File: src/hw/rtl/tlbl_pkg.sv
package tlbl_pkg;

   // Default sizes of the tree storage
   localparam int NODES_DEFAULT  = 256;
   localparam int LEVELS_DEFAULT = 8;

   // Fixed field widths
   localparam int NODE_W  = 8;
   localparam int DEPTH_W = 8;

   // Datapath operation codes
   localparam int OP_W = 5;
   localparam logic [OP_W-1:0] OP_NONE    = 5'd0;
   localparam logic [OP_W-1:0] OP_CLR     = 5'd1;
   localparam logic [OP_W-1:0] OP_LATCH   = 5'd2;
   localparam logic [OP_W-1:0] OP_LD_DRD  = 5'd3;
   localparam logic [OP_W-1:0] OP_LD_L0   = 5'd4;
   localparam logic [OP_W-1:0] OP_LD_RDK  = 5'd5;
   localparam logic [OP_W-1:0] OP_LD_WRK  = 5'd6;
   localparam logic [OP_W-1:0] OP_LD_ROW  = 5'd7;
   localparam logic [OP_W-1:0] OP_LD_ROOT = 5'd8;
   localparam logic [OP_W-1:0] OP_Q_DRD   = 5'd9;
   localparam logic [OP_W-1:0] OP_Q_SWAP  = 5'd10;
   localparam logic [OP_W-1:0] OP_Q1_RD   = 5'd11;
   localparam logic [OP_W-1:0] OP_Q1_DRD  = 5'd12;
   localparam logic [OP_W-1:0] OP_Q1_WR   = 5'd13;
   localparam logic [OP_W-1:0] OP_Q_CMP   = 5'd14;
   localparam logic [OP_W-1:0] OP_Q2_RD   = 5'd15;
   localparam logic [OP_W-1:0] OP_Q2_WR   = 5'd16;
   localparam logic [OP_W-1:0] OP_Q3_WR   = 5'd17;
   localparam logic [OP_W-1:0] OP_OUT     = 5'd18;

   // Controller to datapath
   typedef struct packed {
      logic [OP_W-1:0] op;
   } cmd_type;

   // Datapath to controller
   typedef struct packed {
      logic req_query;  // incoming item is a query
      logic req_root;   // incoming load marks a root
      logic k_zero;     // level counter at level 0
      logic k_last;     // level counter at top level
      logic clr_last;   // clearing pass at last row
      logic a_eq_b;     // lifted nodes are equal
      logic out_free;   // output register can take a result
   } stat_type;

endpackage

File: src/hw/rtl/tlbl_ctrl.sv
module tlbl_ctrl #(
   parameter int LEVELS = tlbl_pkg::LEVELS_DEFAULT
) (
   input  logic               clock,
   input  logic               reset,
   input  logic               req_valid,
   output logic               req_stall,
   input  tlbl_pkg::stat_type stat,
   output tlbl_pkg::cmd_type  cmd
);

   localparam logic [4:0] S_CLEAR   = 5'd0;
   localparam logic [4:0] S_IDLE    = 5'd1;
   localparam logic [4:0] S_LD_DRD  = 5'd2;
   localparam logic [4:0] S_LD_L0   = 5'd3;
   localparam logic [4:0] S_LD_RDK  = 5'd4;
   localparam logic [4:0] S_LD_WRK  = 5'd5;
   localparam logic [4:0] S_LD_ROW  = 5'd6;
   localparam logic [4:0] S_LD_ROOT = 5'd7;
   localparam logic [4:0] S_Q_DRD   = 5'd8;
   localparam logic [4:0] S_Q_SWAP  = 5'd9;
   localparam logic [4:0] S_Q1_RD   = 5'd10;
   localparam logic [4:0] S_Q1_DRD  = 5'd11;
   localparam logic [4:0] S_Q1_WR   = 5'd12;
   localparam logic [4:0] S_Q_CMP   = 5'd13;
   localparam logic [4:0] S_Q2_RD   = 5'd14;
   localparam logic [4:0] S_Q2_WR   = 5'd15;
   localparam logic [4:0] S_Q3_RD   = 5'd16;
   localparam logic [4:0] S_Q3_WR   = 5'd17;
   localparam logic [4:0] S_Q_OUT   = 5'd18;

   logic [4:0] state_ff;
   logic [4:0] state_in;

   // Input is taken only when idle
   assign req_stall = (state_ff != S_IDLE);

   // Next state and datapath command
   always_comb begin
      state_in = state_ff;
      cmd.op   = tlbl_pkg::OP_NONE;
      case (state_ff)
         S_CLEAR: begin
            cmd.op = tlbl_pkg::OP_CLR;
            if (stat.clr_last) state_in = S_IDLE;
         end
         S_IDLE: begin
            if (req_valid) begin
               cmd.op = tlbl_pkg::OP_LATCH;
               if (stat.req_query)     state_in = S_Q_DRD;
               else if (stat.req_root) state_in = S_LD_ROOT;
               else                    state_in = S_LD_DRD;
            end
         end
         S_LD_DRD: begin
            cmd.op   = tlbl_pkg::OP_LD_DRD;
            state_in = S_LD_L0;
         end
         S_LD_L0: begin
            cmd.op   = tlbl_pkg::OP_LD_L0;
            state_in = (LEVELS == 1) ? S_LD_ROW : S_LD_RDK;
         end
         S_LD_RDK: begin
            cmd.op   = tlbl_pkg::OP_LD_RDK;
            state_in = S_LD_WRK;
         end
         S_LD_WRK: begin
            cmd.op   = tlbl_pkg::OP_LD_WRK;
            state_in = stat.k_last ? S_LD_ROW : S_LD_RDK;
         end
         S_LD_ROW: begin
            cmd.op   = tlbl_pkg::OP_LD_ROW;
            state_in = S_IDLE;
         end
         S_LD_ROOT: begin
            cmd.op   = tlbl_pkg::OP_LD_ROOT;
            state_in = S_IDLE;
         end
         S_Q_DRD: begin
            cmd.op   = tlbl_pkg::OP_Q_DRD;
            state_in = S_Q_SWAP;
         end
         S_Q_SWAP: begin
            cmd.op   = tlbl_pkg::OP_Q_SWAP;
            state_in = S_Q1_RD;
         end
         S_Q1_RD: begin
            cmd.op   = tlbl_pkg::OP_Q1_RD;
            state_in = S_Q1_DRD;
         end
         S_Q1_DRD: begin
            cmd.op   = tlbl_pkg::OP_Q1_DRD;
            state_in = S_Q1_WR;
         end
         S_Q1_WR: begin
            cmd.op   = tlbl_pkg::OP_Q1_WR;
            state_in = stat.k_zero ? S_Q_CMP : S_Q1_RD;
         end
         S_Q_CMP: begin
            cmd.op   = tlbl_pkg::OP_Q_CMP;
            state_in = stat.a_eq_b ? S_Q_OUT : S_Q2_RD;
         end
         S_Q2_RD: begin
            cmd.op   = tlbl_pkg::OP_Q2_RD;
            state_in = S_Q2_WR;
         end
         S_Q2_WR: begin
            cmd.op   = tlbl_pkg::OP_Q2_WR;
            state_in = stat.k_zero ? S_Q3_RD : S_Q2_RD;
         end
         S_Q3_RD: begin
            // same reads as the joint lift, at level 0
            cmd.op   = tlbl_pkg::OP_Q2_RD;
            state_in = S_Q3_WR;
         end
         S_Q3_WR: begin
            cmd.op   = tlbl_pkg::OP_Q3_WR;
            state_in = S_Q_OUT;
         end
         S_Q_OUT: begin
            cmd.op = tlbl_pkg::OP_OUT;
            if (stat.out_free) state_in = S_IDLE;
         end
         default: begin
            state_in = S_IDLE;
         end
      endcase
   end

   always_ff @(posedge clock) begin
      if (reset) begin
         state_ff <= S_CLEAR;
      end else begin
         state_ff <= state_in;
      end
   end

endmodule

File: config.mk
export PLATFORM = sky130hd
export DESIGN_NAME = tlbl_ctrl
export DESIGN_NICKNAME = d
export VERILOG_FILES = /design/src/hw/rtl/tlbl_pkg.sv /design/src/hw/rtl/tlbl_ctrl.sv
export SDC_FILE = /design/constraint.sdc
export NUM_CORES = 1
export LEC_CHECK = 0
export BUFFER_PORTS_ARGS = -buffer_cell sky130_fd_sc_hd__buf_4
export CORE_MARGIN = 2
export CORE_UTILIZATION = 35
export DETAILED_ROUTE_END_ITERATION = 6
export PLACE_DENSITY_LB_ADDON = 0.05
export SLEW_MARGIN = 5
export SYNTH_ARGS = -nofsm -noshare
export SYNTH_HDL_FRONTEND = slang
export SYNTH_SLANG_ARGS = --single-unit
File: constraint.sdc
create_clock -name clock -period 1.4 [get_ports clock]
set_input_delay 0.07 -clock clock [delete_from_list [all_inputs] [get_ports clock]]
set_output_delay 0.07 -clock clock [all_outputs]
set_load 0.05 [all_outputs]
* After elaboration in Yosys (flattened, before gate mapping)
Cells that the tools add are included.
Storage, ports and cells: output and inout port bits 6, bits of input ports 10, flip-flop bits (word level) 5, logic and storage cells 38
Cells by class: eq/ne operators 22, reduce and logical (&&, ||, !) cells 3, muxes and demuxes 12
Operators by type and width (number):
- $pmux 5 s18 | 1
- $pmux 5 s17 | 1
- $eq 5x4->1 const B | 8
- $mux 5 | 5
- $eq 5x3->1 const B | 4
- $eq 5x5->1 const B | 3
- $eq 5x2->1 const B | 2
- $mux 3 | 2
- $ne 2x2->1 const B | 3
- $eq 5x1->1 const B | 1
- $logic_not 5->1 | 1
- $ne 5x1->1 const B | 1
- $mux 2 | 2
- $mux 4 | 1
- $reduce_and 3->1 | 1
- $reduce_or 2->1 | 1

* Logic depth before layout (Yosys ltp)
Gate-level depths: netlist of run 1.
depth in word-level cells 4, depth in mapped cells 6, depth with buffers taken out 4

* Worst setup path after synthesis of run 1
No wires, ideal clock.
path kind register -> output, start point reg state_ff[4], end point out cmd[2] (netlist bit), arrival 2.134 ns, stages on the path, launching flop included 5, path slack -0.804 ns, required time 1.330 ns, buffers on the path 2, cells stage by stage dfxtp_1 -> buf_6 -> or3b_1 -> buf_2 -> o32ai_1
RTL lines:
- start, declared | RTL line tlbl_ctrl.sv:32 | logic [4:0] state_ff;
- start signal, assigned | RTL line tlbl_ctrl.sv:134 | state_ff <= state_in;
- end, declared | RTL line tlbl_ctrl.sv:9 | output tlbl_pkg::cmd_type cmd

==> results of run 1 <==
-- worst min path at each step --
stage          start     endpoint  slack (ns)  cells past startpoint
4_1_cts        reset  state_ff[1]       0.007                      2
2_1_floorplan  reset  state_ff[4]        0.13                      1
5_1_grt        reset  state_ff[1]        0.02                      2
3_3_place_gp   reset  state_ff[4]        0.27                      2
3_5_place_dp   reset  state_ff[1]        0.27                      2
6_report       reset  state_ff[1]        0.02                      2
-- placed cells by master, fill, tap and decap left out, types with 2 or more instances in the layout --
cell type,Yosys,routed
nor3_4,0,2
o21ai_0,5,2
a311oi_1,2,2
clkbuf_4,0,3
nor2_1,2,2
o21ai_2,0,2
buf_4,1,31
o22ai_2,0,2
inv_1,4,4
nand2_1,8,7
buf_6,1,8
a31oi_1,2,2
dfxtp_2,0,3
or3b_4,0,2
a21oi_2,1,2
nor2_4,0,2
o21bai_1,2,2
o21ai_1,1,2
a21oi_1,4,3
dfxtp_4,0,2
-- synthesized netlist by cell type --
cell type	number	area, um^2
nand2_1	8	30.0
dfxtp_1	5	100
o21ai_0	5	25.0
a21oi_1	4	20.0
inv_1	4	15.0
o22ai_1	4	25.0
clkbuf_8	3	41.3
a211oi_1	2	15.0
a311oi_1	2	17.5
a31oi_1	2	12.5
buf_2	2	10.0
nand2b_1	2	12.5
nor2_1	2	7.51
nor2_2	2	12.5
nor3_1	2	10.0
nor4_1	2	12.5
o21bai_1	2	15.0
or3b_1	2	17.5
a211o_1	1	8.76
a21o_2	1	8.76
a21oi_2	1	8.76
a221oi_2	1	15.0
a32oi_1	1	8.76
and2b_2	1	8.76
and3_1	1	6.26
and3_2	1	7.51
and3b_1	1	8.76
buf_4	1	7.51
buf_6	1	11.3
maj3_1	1	10.0
mux2_2	1	11.3
nand3_1	1	5.00
nor3b_1	1	7.51
o21ai_1	1	5.00
o2bb2ai_1	1	8.76
o32ai_1	1	8.76
or2_2	1	6.26
or3_1	1	6.26
or3_4	1	11.3
or3b_2	1	8.76
xor2_1	1	8.76
-- power by group through the flow --
| stage | Sequential (mW) | Combinational (mW) | Clock, mW |
|---|---|---|---|
| 2_1_floorplan | 0.154 | 0.117 | 0 |
| 3_3_place_gp | 0.155 | 0.191 | 0 |
| 3_5_place_dp | 0.155 | 0.192 | 0 |
| 4_1_cts | 0.153 | 0.223 | 0.176 |
| 5_1_grt | 0.154 | 0.249 | 0.191 |
| 6_report | 0.154 | 0.236 | 0.170 |
-- layout make-up --
class	instances	area [um^2]
multi-input cells	62	544
repair buffers	41	358
fillers	126	484
well taps	16	20.0
inverters	4	15.0
flip-flops and latches	5	111
clock buffers	4	26.3
-- per-stage QoR --
stage / TNS, ns / worst slack (ns) / cell area (um^2)
2_1_floorplan: -0.294 / -0.0969 / 662
3_3_place_gp: -0.210 / -0.0767 / 888
3_5_place_dp: -0.215 / -0.0635 / 888
4_1_cts: -1.07 / -0.218 / 1060
5_1_grt: -1.68 / -0.229 / 1070
6_report: -1.05 / -0.185 / 1070
-- metal layers --
layer | part of all wire | up-vias | wire [um] | GRT usage
met3 | 0.066 | 5 | 133 | 0.0520
met4 | 0.016 | 0 | 33 | 0.0588
met5 | 0 | - | 0 | 0
li1 | - | 368 | - | -
met1 | 0.43 | 353 | 871 | 0.286
met2 | 0.48 | 33 | 966 | 0.351
-- logic make-up (layout without fill, tap and decap cells) --
group,after synthesis,after routing
simple gates,30,30
compound gates,29,29
buf+inv,11,49
flops,5,5
fa+ha+maj,1,1
xor+xnor,1,1
mux,1,1
-- timing repair --
item	in CTS	in global routing
endpoints found under the hold margin	0	0
setup buffers	5	1
pin swaps	7	2
setup endpoints to repair	9	11
gates resized for setup	30	6
==> results.md, run 1 <==
* Critical path endpoint category: output port
* CP bufs+invs at 1
* Tot GR Track Use at 0.217
* Max-slew violation count at 0
* Max stage delay on crit path at 0.47 ns
* Vias at 759
* Cell count after synthesis at 78
* DRT Wirelength at 2000 um
* Longest Clk Path Bufs at 2
* Largest family of logic cells by synthesized area: compound AO/OA/AOI/OAI gates
* Post-synthesis compound-gate area fraction at 0.340
* Final Cycle Share at 1.13
* CP Max Fanout at 9
* Cells on worst reg2reg path at 5
* Achievable clock frequency at 631 MHz
* First DRT Iteration DRCs at 25
* FF-to-FF Start: state_ff[4]
* Max FFs per register at 5
* Diode count at 0
* H-tree Lvls at 1
* Clock sinks at 5
* Vias in the first global route at 728
* Tot Pwr at 0.561 mW
* Adder-cell share of the synthesized area at 0.0168
* Hold WS at 0.0176 ns
* Port Buffer Count at 15
* Pint at 0.370 mW
* Multiplexer area fraction after synthesis at 0.0189
* DRC violations left at 0
* Delay-heaviest family, CP: simple AND/OR/NAND/NOR gates
* Row cnt at 14
* Final HPWL DP at 1370 um
* Critical Path RT at 1.33 ns
* Final critical-path setup slack at -0.185 ns
* MaxCap Viol Count at 0
* Core area at 1560 um^2
* Pwr/cell area at 522 nW/um^2
* Vias per cell at 5.75
* CP Cell Sequence: or3b_4 -> nor2_4 -> a21oi_2 -> o22ai_4 -> buf_6
* Peak VDD IR at 0.502 mV
* Crit. Startpoint: state_ff[3]
* Initial Utilization at 0.383
* Area grow syn2layout at 80.1%
* R2R setup slack at -0.11 ns
* Clock root cell: clkbuf_4
* Failing checks: setup timing
* Mapped Area at 597 um^2
* I/O pins at 16
* Flops & latches, synth at 5
* Regs by FF count: state_ff: 5 flops
* Hold Path Class: in2reg
* Die Area at 2050 um^2
* Routed wire per std cell at 15.2 um
* CTS tree: yes
* Reg-to-reg critical path endpoint: state_ff[0]
* Total CTS buffers at 3
* Skew final at 0.00457 ns
* Flop pwr share at 0.274
* XOR/XNOR share of the synthesized area at 0.0147
* Simple-Gate Fraction of Synth Area at 0.300
* Crit Path Category: reg2out
* Final setup vio count at 10
* Register bank with the most flops: state_ff
* Final core occ at 0.689
* Critical path depth at 5
* Routed Antenna Nets at 0
* Share of post-route cells with drive strength above 1 at 0.655
* CP Capture Point: cmd[4]
* NetSw at 0.190 mW
* Yosys cell types at 41
* Total gr overflow at 0
* Yosys Warn Count at 0
* Slew HR at 0.792
* Die Wd at 45.3 um
* Clock share of power at 0.304
* Post-Syn Nets at 88
* Critical path's slowest cell: or3b_4
* Switching share of power at 0.339
* Syn avg cell area at 7.65 um^2
* Initial antenna violation count at 0
* Lkg Pwr at 0.435 nW
* Sequential fraction of the synthesis area at 0.168
* Routability cong. at 0.847
* Worst skew pair latency at 0.25 ns
* Largest net degree at the start of global routing at 13
* Worst Max-Slew Pin Slew at 0.311 ns
* Outcome: complete, but fails checks
* Final min period at 1.59 ns
* CP arrival at 1.52 ns
* Layout net count at 127
* DRT Pass-1 Iters at 4
* Final hold vios at 0
* First-pass GRT wire length at 3210 um
* Clock-pin slew on the worst setup and hold paths at 0.04 ns
* Startpoint Class: flip-flop
* Placed cells at 123
* Die height at 45.3 um
* Comb pwr share at 0.422
* Cts hold-fix bufs at 0
* Filler-free cell count of the finished design at 132
* RSZ-0062 raised after global routing: true
Power figures use the tool's default switching activity.
==> run 2: changes to the inputs <==
- clock period: 1.4 -> 1.75 ns (I/O delays scaled with it)
==> results.md, run 2 (same netlist as run 1, synthesis figures left out) <==
* First DRT Iteration DRCs at 13 (-48%)
* Achievable clock frequency at 603 MHz
* Skew final at 0.00223 ns (-0.00235 ns)
* Filler cell count at 162 (+29%)
* Core area at 1560 um^2 (unchanged)
* Peak VDD IR at 0.291 mV (-42%)
* Commonest non-fill, non-tap cell in the layout: buf_4
* Vias at 646 (-15%)
* Worst Max-Slew Pin Slew at 0.297 ns (-0.0140 ns)
* Final hold vios at 0 (unchanged)
* Share of post-route cells with drive strength above 1 at 0.455 (-0.201)
* Crit Path Category: reg2out
* Die Wd at 45.3 um (unchanged)
* CP arrival at 1.57 ns (+0.05 ns)
* Final HPWL DP at 1250 um (-8.7%)
* Max-slew violation count at 0 (unchanged)
* Max FFs per register at 5 (unchanged)
* Regs by FF count: state_ff: 5 flops
* CP Max Fanout at 9 (unchanged)
* Initial Utilization at 0.383 (unchanged)
* CTS tree: yes
* DRT Wirelength at 1590 um (-21%)
* DRC violations left at 0 (unchanged)
* MaxCap Viol Count at 0 (unchanged)
* Die height at 45.3 um (unchanged)
* Clock-pin slew on the worst setup and hold paths at 0.04 ns (about the same)
* Slew HR at 0.801 (+0.00939)
* Layout net count at 110 (-13%)
* Diode count at 0 (unchanged)
* Clock root cell: clkbuf_4
* Lkg Pwr at 0.305 nW (-30%)
* Hold Path Class: in2reg
* Final min period at 1.66 ns
* Placed cells at 109 (-11%)
* Multi-input logic area at 440 um^2 (-19%)
* Pwr/cell area at 493 nW/um^2 (-5.6%)
* Routability cong. at 0.785 (-7.3%)
* Final Cycle Share at 0.948
* RSZ-0062 raised after global routing: true
* Total gr overflow at 0 (unchanged)
* Total CTS buffers at 3 (unchanged)
* I/O pins at 16 (unchanged)
* Register area at 103 um^2 (-7.9%)
* Port Buffer Count at 15 (unchanged)
* DRT Pass-1 Iters at 4 (unchanged)
* Vias per cell at 5.62 (-2.3%)
* Final setup vio count at 0 (-10)
* Final setup TNS at 0 ns (+1.05 ns)
* Critical Path RT at 1.66 ns (+0.33 ns)
* Routed Antenna Nets at 0 (unchanged)
* Tot GR Track Use at 0.182 (-0.0345)
* First-pass GRT wire length at 2670 um (-17%)
* Largest net degree at the start of global routing at 14 (+1)
* Area grow syn2layout at 32.1%
* Startpoint Class: flip-flop
* Longest Clk Path Bufs at 2 (unchanged)
* Filler-free cell count of the finished design at 115 (-13%)
* Clock sinks at 5 (unchanged)
* Final core occ at 0.506 (-0.184)
* Outcome: finished, final reports clean
* Routed wire per std cell at 13.8 um (-8.9%)
* Row cnt at 14 (unchanged)
* Most frequent cells in the layout: 23 x buf_4, 8 x nand2_1, 4 x inv_1, 4 x o21ai_0, 4 x a21oi_1
* Critical path endpoint category: output port
* Die Area at 2050 um^2 (unchanged)
* Vias in the first global route at 579 (-20%)
* Initial antenna violation count at 0 (unchanged)
* H-tree Lvls at 1 (unchanged)
* Worst skew pair latency at 0.25 ns (about the same)
* Register bank with the most flops: state_ff
[run 2: worst max-delay path, stage by stage, from the launching register on]
cell     delay [ns]
dfxtp_1        0.36
or3b_4         0.45
nor2_2         0.14
a21oi_1        0.06
o22ai_2        0.13
buf_6          0.18
[run 2: through the flow]
step	instance area, um^2	setup slack [ns]	power [mW]	hold WS [ns]
after floorplan	617	0.0132	0.212	0.154
after global placement	732	0.200	0.256	0.286
after detailed placement	732	0.178	0.256	0.287
after CTS	761	0.0255	0.393	0.0298
after global routing	788	-0.00460	0.416	0.0320
final	788	0.0905	0.388	0.0313
[run 2: worst paths after layout]
kind / from / to / slack [ns] / depth (start not counted)
min reg2reg: state_ff[4] / state_ff[3] / 0.54 / 2
max reg2reg: state_ff[2] / state_ff[0] / 0.24 / 4
min: reset / state_ff[1] / 0.03 / 2
max: state_ff[2] / cmd[4] / 0.09 / 5
[run 2: layer usage]
metal / share of wire / vias up / global-route usage
met1: 0.47 / 290 / 0.264
met3: 0.060 / 3 / 0.0160
met4: 0.020 / 0 / 0.106
met5: 0 / - / 0
li1: - / 335 / -
met2: 0.45 / 18 / 0.260
[run 2: area by class of cell]
type                            instances  share of cell area
Multi-Input combinational cell         62               0.559
Timing Repair Buffer                   24               0.233
Sequential cell                         5               0.130
Clock buffer                            4              0.0333
Tap cell                               16              0.0254
Inverter                                4              0.0190
[run 2: report_power, final]
group / leakage (nW) / internal, mW / switching (mW) / total, mW
clock network: 0.0150 / 0.0862 / 0.0473 / 0.134
logic: 0.249 / 0.0571 / 0.0756 / 0.133
registers: 0.0416 / 0.118 / 0.00415 / 0.122
total: 0.305 / 0.261 / 0.127 / 0.388
[run 2: timing repair]
action | in CTS | in global routing
pin swaps | 0 | 1
gates resized for setup | 1 | 4
buffers inserted | 0 | 2
hold buffers | 0 | 0
setup endpoints to repair | 2 | 2
cloned | 0 | 0
